### config.mk
export PLATFORM = sky130hd
export DESIGN_NAME = thread_scheduler_with_semaphores_core
export DESIGN_NICKNAME = d
export VERILOG_FILES = /design/src/rtl/tss_pkg.sv /design/src/rtl/thread_scheduler_with_semaphores_core.sv
export VERILOG_INCLUDE_DIRS = /design/src /design/src/rtl
export SDC_FILE = /design/constraint.sdc
export NUM_CORES = 2
export LEC_CHECK = 0
export BUFFER_PORTS_ARGS = -buffer_cell sky130_fd_sc_hd__buf_4
export CAP_MARGIN = 20
export CORE_MARGIN = 1.5
export CORE_UTILIZATION = 58
export DETAILED_ROUTE_END_ITERATION = 8
export PLACE_DENSITY = 0.77
export SETUP_SLACK_MARGIN = 0.5
export SLEW_MARGIN = 20
export SYNTH_ARGS = -nofsm -noshare
export SYNTH_HDL_FRONTEND = slang
export SYNTH_SLANG_ARGS = --single-unit
### constraint.sdc
create_clock -name clk -period 5.2 [get_ports clk]
set_clock_uncertainty 0.15 [all_clocks]
set_input_delay 1.04 -clock clk [delete_from_list [all_inputs] [get_ports clk]]
set_output_delay 1.04 -clock clk [all_outputs]
set_load 0.02 [all_outputs]
### src/rtl/thread_scheduler_with_semaphores_core_assert.svh
// Assertion macros for the scheduler RTL.
`ifndef THREAD_SCHEDULER_WITH_SEMAPHORES_CORE_ASSERT_SVH
`define THREAD_SCHEDULER_WITH_SEMAPHORES_CORE_ASSERT_SVH
// Implication checked at every clock edge outside reset.
`define TSS_ASSERT_IMP(label, clk, rst_n, ante, cons) \
    label: assert property (@(posedge clk) disable iff (!rst_n) (ante) |-> (cons)) \
        else $error("assertion failed");
// Implication whose consequent is checked in the cycle after the antecedent.
`define TSS_ASSERT_NXT(label, clk, rst_n, ante, cons) \
    label: assert property (@(posedge clk) disable iff (!rst_n) (ante) |=> (cons)) \
        else $error("assertion failed");
`endif

### src/rtl/tss_pkg.sv
package tss_pkg;

    localparam int MAX_THREADS_DEF    = 16;
    localparam int NUM_SEMAPHORES_DEF = 8;

    typedef enum logic [2:0] {
        OP_INIT   = 3'd0,
        OP_CREATE = 3'd1,
        OP_YIELD  = 3'd2,
        OP_LOCK   = 3'd3,
        OP_UNLOCK = 3'd4,
        OP_EXIT   = 3'd5
    } opcode_t;

    typedef enum logic [2:0] {
        TS_UNUSED   = 3'd0,
        TS_RUNNING  = 3'd1,
        TS_READY    = 3'd2,
        TS_BLOCKED  = 3'd3,
        TS_FINISHED = 3'd4
    } tstat_t;

    localparam logic [1:0] STATUS_OK   = 2'd0;
    localparam logic [1:0] STATUS_HALT = 2'd1;
    localparam logic [1:0] STATUS_FULL = 2'd2;

    typedef enum logic [2:0] {
        S_IDLE,
        S_SCAN,
        S_ROT,
        S_FIFO,
        S_DONE
    } state_t;

endpackage

### src/rtl/thread_scheduler_with_semaphores_core.sv
// Thread scheduler with counting semaphores.
// A command beat is accepted when start is high and busy is low; opcode,
// sem_index and init_count are sampled then. busy stays high until the result
// is shown. The result appears for exactly one cycle with done high; the
// receiver cannot stall it, so it must take the beat in that cycle.
// Init, create and non-blocking lock go from accept through S_DONE to done.
// Unlock with waiters also passes through S_FIFO (one registered read of the
// wait FIFO memory). Yield, blocking lock and exit scan the thread order one
// entry a cycle through a single compare unit, up to the whole order length;
// yield then rotates the current thread to the queue end, one entry a cycle.
// With 16 threads the worst case is a yield. busy is low in the done cycle, so
// the next command can be accepted at the edge that ends it.
// Reset puts thread 0 running alone in the queue, clears all semaphores, and
// leaves the wait FIFO memory unwritten; no clearing pass is needed because
// entries are read only after being written.
module thread_scheduler_with_semaphores_core #(
    parameter int MAX_THREADS    = tss_pkg::MAX_THREADS_DEF,
    parameter int NUM_SEMAPHORES = tss_pkg::NUM_SEMAPHORES_DEF
) (
    input  logic       clk,
    input  logic       rst_n,
    input  logic       start,
    output logic       busy,
    input  logic [2:0] opcode,
    input  logic [2:0] sem_index,
    input  logic [7:0] init_count,
    output logic       done,
    output logic [1:0] status,
    output logic [3:0] running_thread,
    output logic       switched,
    output logic [3:0] new_thread,
    output logic       woken_valid,
    output logic [3:0] woken_thread
);
    import tss_pkg::*;
    `include "thread_scheduler_with_semaphores_core_assert.svh"

    localparam int TW = $clog2(MAX_THREADS);
    localparam int LW = $clog2(MAX_THREADS + 1);
    localparam int SW = (NUM_SEMAPHORES > 1) ? $clog2(NUM_SEMAPHORES) : 1;
    localparam int FD = NUM_SEMAPHORES * MAX_THREADS;
    localparam int FW = $clog2(FD);

    // Thread table and order queue.
    tstat_t            tstat_reg [MAX_THREADS];
    tstat_t            tstat_next [MAX_THREADS];
    logic [TW-1:0]     queue_reg [MAX_THREADS];
    logic [TW-1:0]     queue_next [MAX_THREADS];
    logic [LW-1:0]     qlen_reg;
    logic [LW-1:0]     qlen_next;
    logic [TW-1:0]     cur_reg;
    logic [TW-1:0]     cur_next;
    logic [LW-1:0]     next_id_reg;
    logic [LW-1:0]     next_id_next;

    // Semaphore state.
    logic signed [8:0] cnt_reg [NUM_SEMAPHORES];
    logic signed [8:0] cnt_next [NUM_SEMAPHORES];
    logic              lck_reg [NUM_SEMAPHORES];
    logic              lck_next [NUM_SEMAPHORES];
    logic [LW-1:0]     wcnt_reg [NUM_SEMAPHORES];
    logic [LW-1:0]     wcnt_next [NUM_SEMAPHORES];
    logic [TW-1:0]     whead_reg [NUM_SEMAPHORES];
    logic [TW-1:0]     whead_next [NUM_SEMAPHORES];
    logic [TW-1:0]     wtail_reg [NUM_SEMAPHORES];
    logic [TW-1:0]     wtail_next [NUM_SEMAPHORES];
    logic [TW-1:0]     fifo_mem [FD];
    logic [TW-1:0]     fifo_rd_reg;

    // Command and sequencer registers.
    state_t            st_reg;
    state_t            st_next;
    opcode_t           op_reg;
    opcode_t           op_next;
    logic [2:0]        sidx_reg;
    logic [2:0]        sidx_next;
    logic [7:0]        ic_reg;
    logic [7:0]        ic_next;
    logic [LW-1:0]     idx_reg;
    logic [LW-1:0]     idx_next;

    // Result registers.
    logic              done_reg;
    logic              done_next;
    logic [1:0]        status_reg;
    logic [1:0]        status_next;
    logic              sw_reg;
    logic              sw_next;
    logic [3:0]        newt_reg;
    logic [3:0]        newt_next;
    logic              wv_reg;
    logic              wv_next;
    logic [3:0]        wt_reg;
    logic [3:0]        wt_next;

    logic              sem_ok;
    logic [SW-1:0]     si;
    logic              accept;
    logic [TW-1:0]     scan_t;
    logic [TW-1:0]     idx_t;
    logic [TW-1:0]     idx1_t;
    logic              idx_last;

    assign accept   = start && (st_reg == S_IDLE);
    assign busy     = (st_reg != S_IDLE);
    assign sem_ok   = {29'd0, sidx_reg} < NUM_SEMAPHORES;
    assign si       = SW'(sidx_reg);
    assign idx_t    = idx_reg[TW-1:0];
    assign idx1_t   = TW'(idx_reg + LW'(1));
    assign scan_t   = queue_reg[idx_t];
    assign idx_last = (idx_reg + LW'(1)) >= qlen_reg;

    assign done           = done_reg;
    assign status         = status_reg;
    assign running_thread = 4'(cur_reg);
    assign switched       = sw_reg;
    assign new_thread     = newt_reg;
    assign woken_valid    = wv_reg;
    assign woken_thread   = wt_reg;

    // Wait FIFO memory: written on a blocking lock, read for unlock.
    always_ff @(posedge clk)
    begin
        if (st_reg == S_SCAN && op_reg == OP_LOCK && tstat_reg[scan_t] == TS_READY
            && wcnt_reg[si] < LW'(MAX_THREADS))
        begin
            fifo_mem[FW'(si) * FW'(MAX_THREADS) + FW'(wtail_reg[si])] <= cur_reg;
        end
        fifo_rd_reg <= fifo_mem[FW'(si) * FW'(MAX_THREADS) + FW'(whead_reg[si])];
    end

    // State registers.
    always_ff @(posedge clk or negedge rst_n)
    begin
        if (!rst_n)
        begin
            for (int i = 0; i < MAX_THREADS; i++)
            begin
                tstat_reg[i] <= (i == 0) ? TS_RUNNING : TS_UNUSED;
                queue_reg[i] <= '0;
            end
            for (int i = 0; i < NUM_SEMAPHORES; i++)
            begin
                cnt_reg[i]   <= '0;
                lck_reg[i]   <= 1'b0;
                wcnt_reg[i]  <= '0;
                whead_reg[i] <= '0;
                wtail_reg[i] <= '0;
            end
            qlen_reg    <= LW'(1);
            cur_reg     <= '0;
            next_id_reg <= LW'(1);
            st_reg      <= S_IDLE;
            op_reg      <= OP_INIT;
            sidx_reg    <= '0;
            ic_reg      <= '0;
            idx_reg     <= '0;
            done_reg    <= 1'b0;
            status_reg  <= STATUS_OK;
            sw_reg      <= 1'b0;
            newt_reg    <= '0;
            wv_reg      <= 1'b0;
            wt_reg      <= '0;
        end
        else
        begin
            tstat_reg   <= tstat_next;
            queue_reg   <= queue_next;
            cnt_reg     <= cnt_next;
            lck_reg     <= lck_next;
            wcnt_reg    <= wcnt_next;
            whead_reg   <= whead_next;
            wtail_reg   <= wtail_next;
            qlen_reg    <= qlen_next;
            cur_reg     <= cur_next;
            next_id_reg <= next_id_next;
            st_reg      <= st_next;
            op_reg      <= op_next;
            sidx_reg    <= sidx_next;
            ic_reg      <= ic_next;
            idx_reg     <= idx_next;
            done_reg    <= done_next;
            status_reg  <= status_next;
            sw_reg      <= sw_next;
            newt_reg    <= newt_next;
            wv_reg      <= wv_next;
            wt_reg      <= wt_next;
        end
    end

    // Sequencer: next state and state updates.
    always_comb
    begin
        tstat_next   = tstat_reg;
        queue_next   = queue_reg;
        cnt_next     = cnt_reg;
        lck_next     = lck_reg;
        wcnt_next    = wcnt_reg;
        whead_next   = whead_reg;
        wtail_next   = wtail_reg;
        qlen_next    = qlen_reg;
        cur_next     = cur_reg;
        next_id_next = next_id_reg;
        st_next      = st_reg;
        op_next      = op_reg;
        sidx_next    = sidx_reg;
        ic_next      = ic_reg;
        idx_next     = idx_reg;
        done_next    = 1'b0;
        status_next  = status_reg;
        sw_next      = sw_reg;
        newt_next    = newt_reg;
        wv_next      = wv_reg;
        wt_next      = wt_reg;
        unique case (st_reg)
            S_IDLE:
            begin
                if (accept)
                begin
                    op_next     = opcode_t'(opcode);
                    sidx_next   = sem_index;
                    ic_next     = init_count;
                    idx_next    = '0;
                    status_next = STATUS_OK;
                    sw_next     = 1'b0;
                    newt_next   = '0;
                    wv_next     = 1'b0;
                    wt_next     = '0;
                    if (opcode == OP_YIELD || opcode == OP_EXIT)
                    begin
                        st_next = S_SCAN;
                    end
                    else
                    begin
                        st_next = S_DONE;
                    end
                end
            end
            S_SCAN:
            begin
                // One queue entry is compared each cycle.
                if (tstat_reg[scan_t] == TS_READY)
                begin
                    if (op_reg == OP_YIELD)
                    begin
                        tstat_next[cur_reg] = TS_READY;
                        tstat_next[scan_t]  = TS_RUNNING;
                        cur_next = scan_t;
                        sw_next  = 1'b1;
                        // Remember the old thread id for the rotation.
                        ic_next  = {1'b0, 7'(cur_reg)};
                        idx_next = '0;
                        st_next  = S_ROT;
                    end
                    else if (op_reg == OP_EXIT)
                    begin
                        tstat_next[cur_reg] = TS_FINISHED;
                        tstat_next[scan_t]  = TS_RUNNING;
                        cur_next  = scan_t;
                        sw_next   = 1'b1;
                        done_next = 1'b1;
                        st_next   = S_IDLE;
                    end
                    else if (wcnt_reg[si] >= LW'(MAX_THREADS))
                    begin
                        status_next = STATUS_HALT;
                        done_next   = 1'b1;
                        st_next     = S_IDLE;
                    end
                    else
                    begin
                        tstat_next[cur_reg] = TS_BLOCKED;
                        tstat_next[scan_t]  = TS_RUNNING;
                        cur_next = scan_t;
                        sw_next  = 1'b1;
                        wtail_next[si] = (wtail_reg[si] == TW'(MAX_THREADS - 1))
                            ? '0 : wtail_reg[si] + TW'(1);
                        wcnt_next[si] = wcnt_reg[si] + LW'(1);
                        done_next = 1'b1;
                        st_next   = S_IDLE;
                    end
                end
                else if (idx_last)
                begin
                    status_next = STATUS_HALT;
                    done_next   = 1'b1;
                    st_next     = S_IDLE;
                end
                else
                begin
                    idx_next = idx_reg + LW'(1);
                end
            end
            S_ROT:
            begin
                // Find the old thread, then swap it one entry toward the end per cycle.
                if (idx_last)
                begin
                    done_next = 1'b1;
                    st_next   = S_IDLE;
                end
                else
                begin
                    idx_next = idx_reg + LW'(1);
                    if (queue_reg[idx_t] == TW'(ic_reg) || ic_reg[7])
                    begin
                        ic_next[7]         = 1'b1;
                        queue_next[idx_t]  = queue_reg[idx1_t];
                        queue_next[idx1_t] = queue_reg[idx_t];
                    end
                end
            end
            S_FIFO:
            begin
                tstat_next[fifo_rd_reg] = TS_READY;
                wv_next   = 1'b1;
                wt_next   = 4'(fifo_rd_reg);
                done_next = 1'b1;
                st_next   = S_IDLE;
            end
            S_DONE:
            begin
                done_next = 1'b1;
                st_next   = S_IDLE;
                unique case (op_reg)
                    OP_INIT:
                    begin
                        if (sem_ok)
                        begin
                            cnt_next[si]   = $signed({1'b0, ic_reg});
                            lck_next[si]   = 1'b0;
                            wcnt_next[si]  = '0;
                            whead_next[si] = '0;
                            wtail_next[si] = '0;
                        end
                    end
                    OP_CREATE:
                    begin
                        if (next_id_reg >= LW'(MAX_THREADS) || qlen_reg >= LW'(MAX_THREADS))
                        begin
                            status_next = STATUS_FULL;
                        end
                        else
                        begin
                            newt_next = 4'(next_id_reg);
                            tstat_next[TW'(next_id_reg)] = TS_READY;
                            queue_next[TW'(qlen_reg)] = TW'(next_id_reg);
                            qlen_next    = qlen_reg + LW'(1);
                            next_id_next = next_id_reg + LW'(1);
                        end
                    end
                    OP_LOCK:
                    begin
                        if (sem_ok && !lck_reg[si])
                        begin
                            cnt_next[si] = (cnt_reg[si] == -9'sd256) ? cnt_reg[si]
                                : cnt_reg[si] - 9'sd1;
                            if (cnt_reg[si] <= 9'sd1)
                            begin
                                lck_next[si] = 1'b1;
                            end
                        end
                        else if (sem_ok)
                        begin
                            done_next = 1'b0;
                            idx_next  = '0;
                            st_next   = S_SCAN;
                        end
                    end
                    OP_UNLOCK:
                    begin
                        if (sem_ok && wcnt_reg[si] != '0)
                        begin
                            whead_next[si] = (whead_reg[si] == TW'(MAX_THREADS - 1))
                                ? '0 : whead_reg[si] + TW'(1);
                            wcnt_next[si] = wcnt_reg[si] - LW'(1);
                            done_next = 1'b0;
                            st_next   = S_FIFO;
                        end
                        else if (sem_ok)
                        begin
                            lck_next[si] = 1'b0;
                            if (cnt_reg[si] < 9'sd255)
                            begin
                                cnt_next[si] = cnt_reg[si] + 9'sd1;
                            end
                        end
                    end
                    default:
                    begin
                    end
                endcase
            end
            default:
            begin
                st_next = S_IDLE;
            end
        endcase
    end

    // Checks on the sequencer.
    `TSS_ASSERT_IMP(a_done_idle, clk, rst_n, done, !busy)
    `TSS_ASSERT_NXT(a_accept_busy, clk, rst_n, accept, busy)
    `TSS_ASSERT_IMP(a_sw_ok, clk, rst_n, done && switched, status == STATUS_OK)
    `TSS_ASSERT_IMP(a_wake_ok, clk, rst_n, done && woken_valid, !switched)

endmodule

==> reports/metrics.cfg <==
[timing]
setup_viol_count_final=0
finalHoldViolations=0
highest_clock_rate_mhz=218.6
final-max-slew-violation-count=0
worst-slew-pin-transition_ns=1.170
final_critical_path_time_including_i_o_delays_and_setup_ns=4.575
max-slew-margin-rel=0.2169
layout_worst_path_cycle_share=0.8798
final.setup.tns_ns=0
setup_repair_after_global_routing_missed_its_margin=true

[clock_tree]
clock_tree.root_cell=sky130_fd_sc_hd__clkbuf_16
cts.clk_slew.worst_paths_ns=0.06
cts_sinks=861
cts_tree=yes
clockBufferDepth=3
cts_hold_buffers=0
cts.htree.levels=3
numCtsBuffers=88
clock_network_latency_to_the_later_pin_of_the_worst_skew_pair_ns=0.67

[worst_setup_path]
critical_path.n_buffers_inverters=2
crit_fanout=14
worst_path_max_delay_cell=sky130_fd_sc_hd__mux4_2
worst_setup_path_start_kind=flop
kind_of_cell_with_the_highest_combined_delay_on_the_critical_path=multiplexers
critical_path_class=reg -> reg
arrival_ns=4.73
cp_slowest_stage_delay_ns=0.60
timing.critical_path.cells=mux4_2, mux4_2, buf_12, mux2i_1, mux2_2, a211o_1, a31o_2, nand3_4, or4_1, buf_4, nor2_1
timing.critical_path.mode_cell=sky130_fd_sc_hd__mux4_2
timing.critical_path.to_type=flop
timing.critical_path.required_ns=5.36

[global_routing]
global_route.usage.total=0.3142
grt_antenna_before_repair=0
wire_length_of_the_first_global_routing_pass_mm=178.9
grt_max_degree=118
globalRoute.totalOverflow=0
grt_pass1_vias=30220

[logic_synthesis]
ys_warn_count=0
postSynthRegisterBits=861
synth_fp_nets=3444
gate_count_after_technology_mapping=3400
synthFlopType=sky130_fd_sc_hd__edfxtp_1
synth_sequential_area_ratio=0.5759
cell_area_after_synthesis_um2=41830
share_of_synthesized_registers_carrying_an_async_set_or_reset=0.4007
postSynthAreaPerCell_um2=12.30
synth_enable_flop_cells=512
post_synth_num_cell_types=77

[route]
routed-via-count=29980
postRouteWirelength_mm=116.0
dr.first_iter.drc_count=3726
drt.antenna.violating_nets=0
post_drt_via_cell_ratio=6.747
detail_route.drc_violations=0
drt-wirelength-per-cell_um=26.12
dr.pass1.iters=7

[die]
die_area_um2=73740
chipWidth_um=271.6
io_pins=35
die_height_um=271.6
std_cell_core_area_um2=71490
fp-row-count=98
initial_utilization=0.5852

[layout]
leading_cell_type_in_the_layout_fill_and_taps_excluded=sky130_fd_sc_hd__edfxtp_1
filler_cell_count=5127
multiInputGateArea_um2=16960
finish.net_count=3462
antennaDiodeCount=0
area_growth_syn_to_layout_pct=11.64
largest_register_ff_count=512
proportion_of_layout_cells_with_a_drive_suffix_above_1=0.2067
mostFrequentLayoutCells=512 x sky130_fd_sc_hd__edfxtp_1, 332 x sky130_fd_sc_hd__mux2i_1, 332 x sky130_fd_sc_hd__dfrtp_1
layout.area.seq_um2=24120

[run]
drv.max_cap_violation_count=0

[power]
power.static_leakage_nw=19.25
design_power_total_mw=22.37
p_per_area_nw_per_um2=479.0
irDropWorstVdd_mv=0.4676

[placed_design]
global_placer_s_final_weighted_congestion=0.9749
numPortBuffers=34
dp.final_hpwl_mm=76.15

[hold_path]
min_delay_path_class=in -> async

[run_status]
status=completed

[what timing repair did]
item / in CTS / in global routing
buffers inserted: 2 / 1
gates resized for setup: 13 / 51
setup endpoints to repair: 528 / 699
[metrics by stage]
step	cell area [µm²]	hold slack [ns]	util	cells	setup slack [ns]
2_1_floorplan	41830	0.2946	-	3400	0.3962
3_3_place_gp	43570	0.3056	0.6095	4275	0.2130
3_5_place_dp	43570	0.3206	0.6095	4275	0.04004
6_report	46700	0.2844	0.6533	4443	0.6250
5_1_grt	46700	0.3582	0.6533	4443	0.4468
4_1_cts	46540	0.3341	0.6510	4442	0.4672
[worst register-to-register path, stage by stage (launching register included)]
cell and delay, ns:
sky130_fd_sc_hd__dfrtp_2 0.53, sky130_fd_sc_hd__mux4_2 0.57, sky130_fd_sc_hd__mux4_2 0.60, sky130_fd_sc_hd__buf_12 0.20
sky130_fd_sc_hd__mux2i_1 0.21, sky130_fd_sc_hd__mux2_2 0.21, sky130_fd_sc_hd__a211o_1 0.10, sky130_fd_sc_hd__a31o_2 0.33
sky130_fd_sc_hd__nand3_4 0.23, sky130_fd_sc_hd__or4_1 0.53, sky130_fd_sc_hd__buf_4 0.25, sky130_fd_sc_hd__nor2_1 0.30
[synth_stat cells, types with 41 or more instances]
master,number,area share
sky130_fd_sc_hd__mux2i_1,334,0.080
sky130_fd_sc_hd__nor2_1,260,0.023
sky130_fd_sc_hd__buf_1,52,0.0047
sky130_fd_sc_hd__nand2_1,328,0.029
sky130_fd_sc_hd__edfxtp_1,512,0.37
sky130_fd_sc_hd__clkbuf_1,151,0.014
sky130_fd_sc_hd__o211ai_1,69,0.012
sky130_fd_sc_hd__o21ai_0,180,0.022
sky130_fd_sc_hd__nand3_1,48,0.0057
sky130_fd_sc_hd__mux2_2,279,0.075
sky130_fd_sc_hd__a21oi_1,111,0.013
sky130_fd_sc_hd__inv_1,41,0.0037
sky130_fd_sc_hd__dfrtp_1,342,0.20
sky130_fd_sc_hd__a22o_1,103,0.022
sky130_fd_sc_hd__nor3_1,44,0.0053
sky130_fd_sc_hd__o22ai_1,70,0.010
sky130_fd_sc_hd__mux4_2,46,0.025
[layout make-up]
cell class	count	area share
clock inverter	51	0.009967
multi-input combinational	2269	0.3632
timing repair buffer	155	0.02883
clock buffer	114	0.05257
tap	950	0.02545
inverter	43	0.003456
sequential	861	0.5165
[cell families (layout without fill, tap and decap cells)]
group,count (synthesis),in the layout,synth area share
flops,861,861,0.5759
simple gates,816,816,0.08549
compound gates,738,738,0.1197
mux,659,659,0.1798
buf+inv,270,363,0.02495
xor+xnor,29,29,0.006072
fa+ha+maj,27,27,0.008076
[path summary, 6_finish.rpt]
kind	startpoint	to	slack (ns)	depth (start not counted)
worst max-delay path	idx_reg[1]	fifo_mem[25][1]	0.62	11
worst min-delay path	rst_n	queue_reg[23]	0.28	1
worst max register to register	idx_reg[1]	fifo_mem[25][1]	0.62	11
worst min register to register	whead_reg[24]	whead_reg[24]	0.34	2
max in group asynchronous	rst_n	whead_reg[29]	3.40	2
min in group clk	whead_reg[24]	whead_reg[24]	0.34	2
[where the power goes]
| part | internal (mW) | switching (mW) | leakage, nW |
|---|---|---|---|
| Clock | 3.62 | 2.73 | 1.42 |
| Sequential | 8.04 | 0.765 | 9.83 |
| Combinational | 2.48 | 4.73 | 8.00 |
| Total | 14.1 | 8.23 | 19.3 |
[layer usage]
metal  vias up  share of wire  global-route usage
li1      12920              -                   -
met1     14890           0.39              0.4297
met2      1763           0.47              0.4937
met3       407          0.098             0.06263
met4         0          0.043              0.1319
met5         -              0                   0
Note: power is estimated with default switching activity, not from simulation.
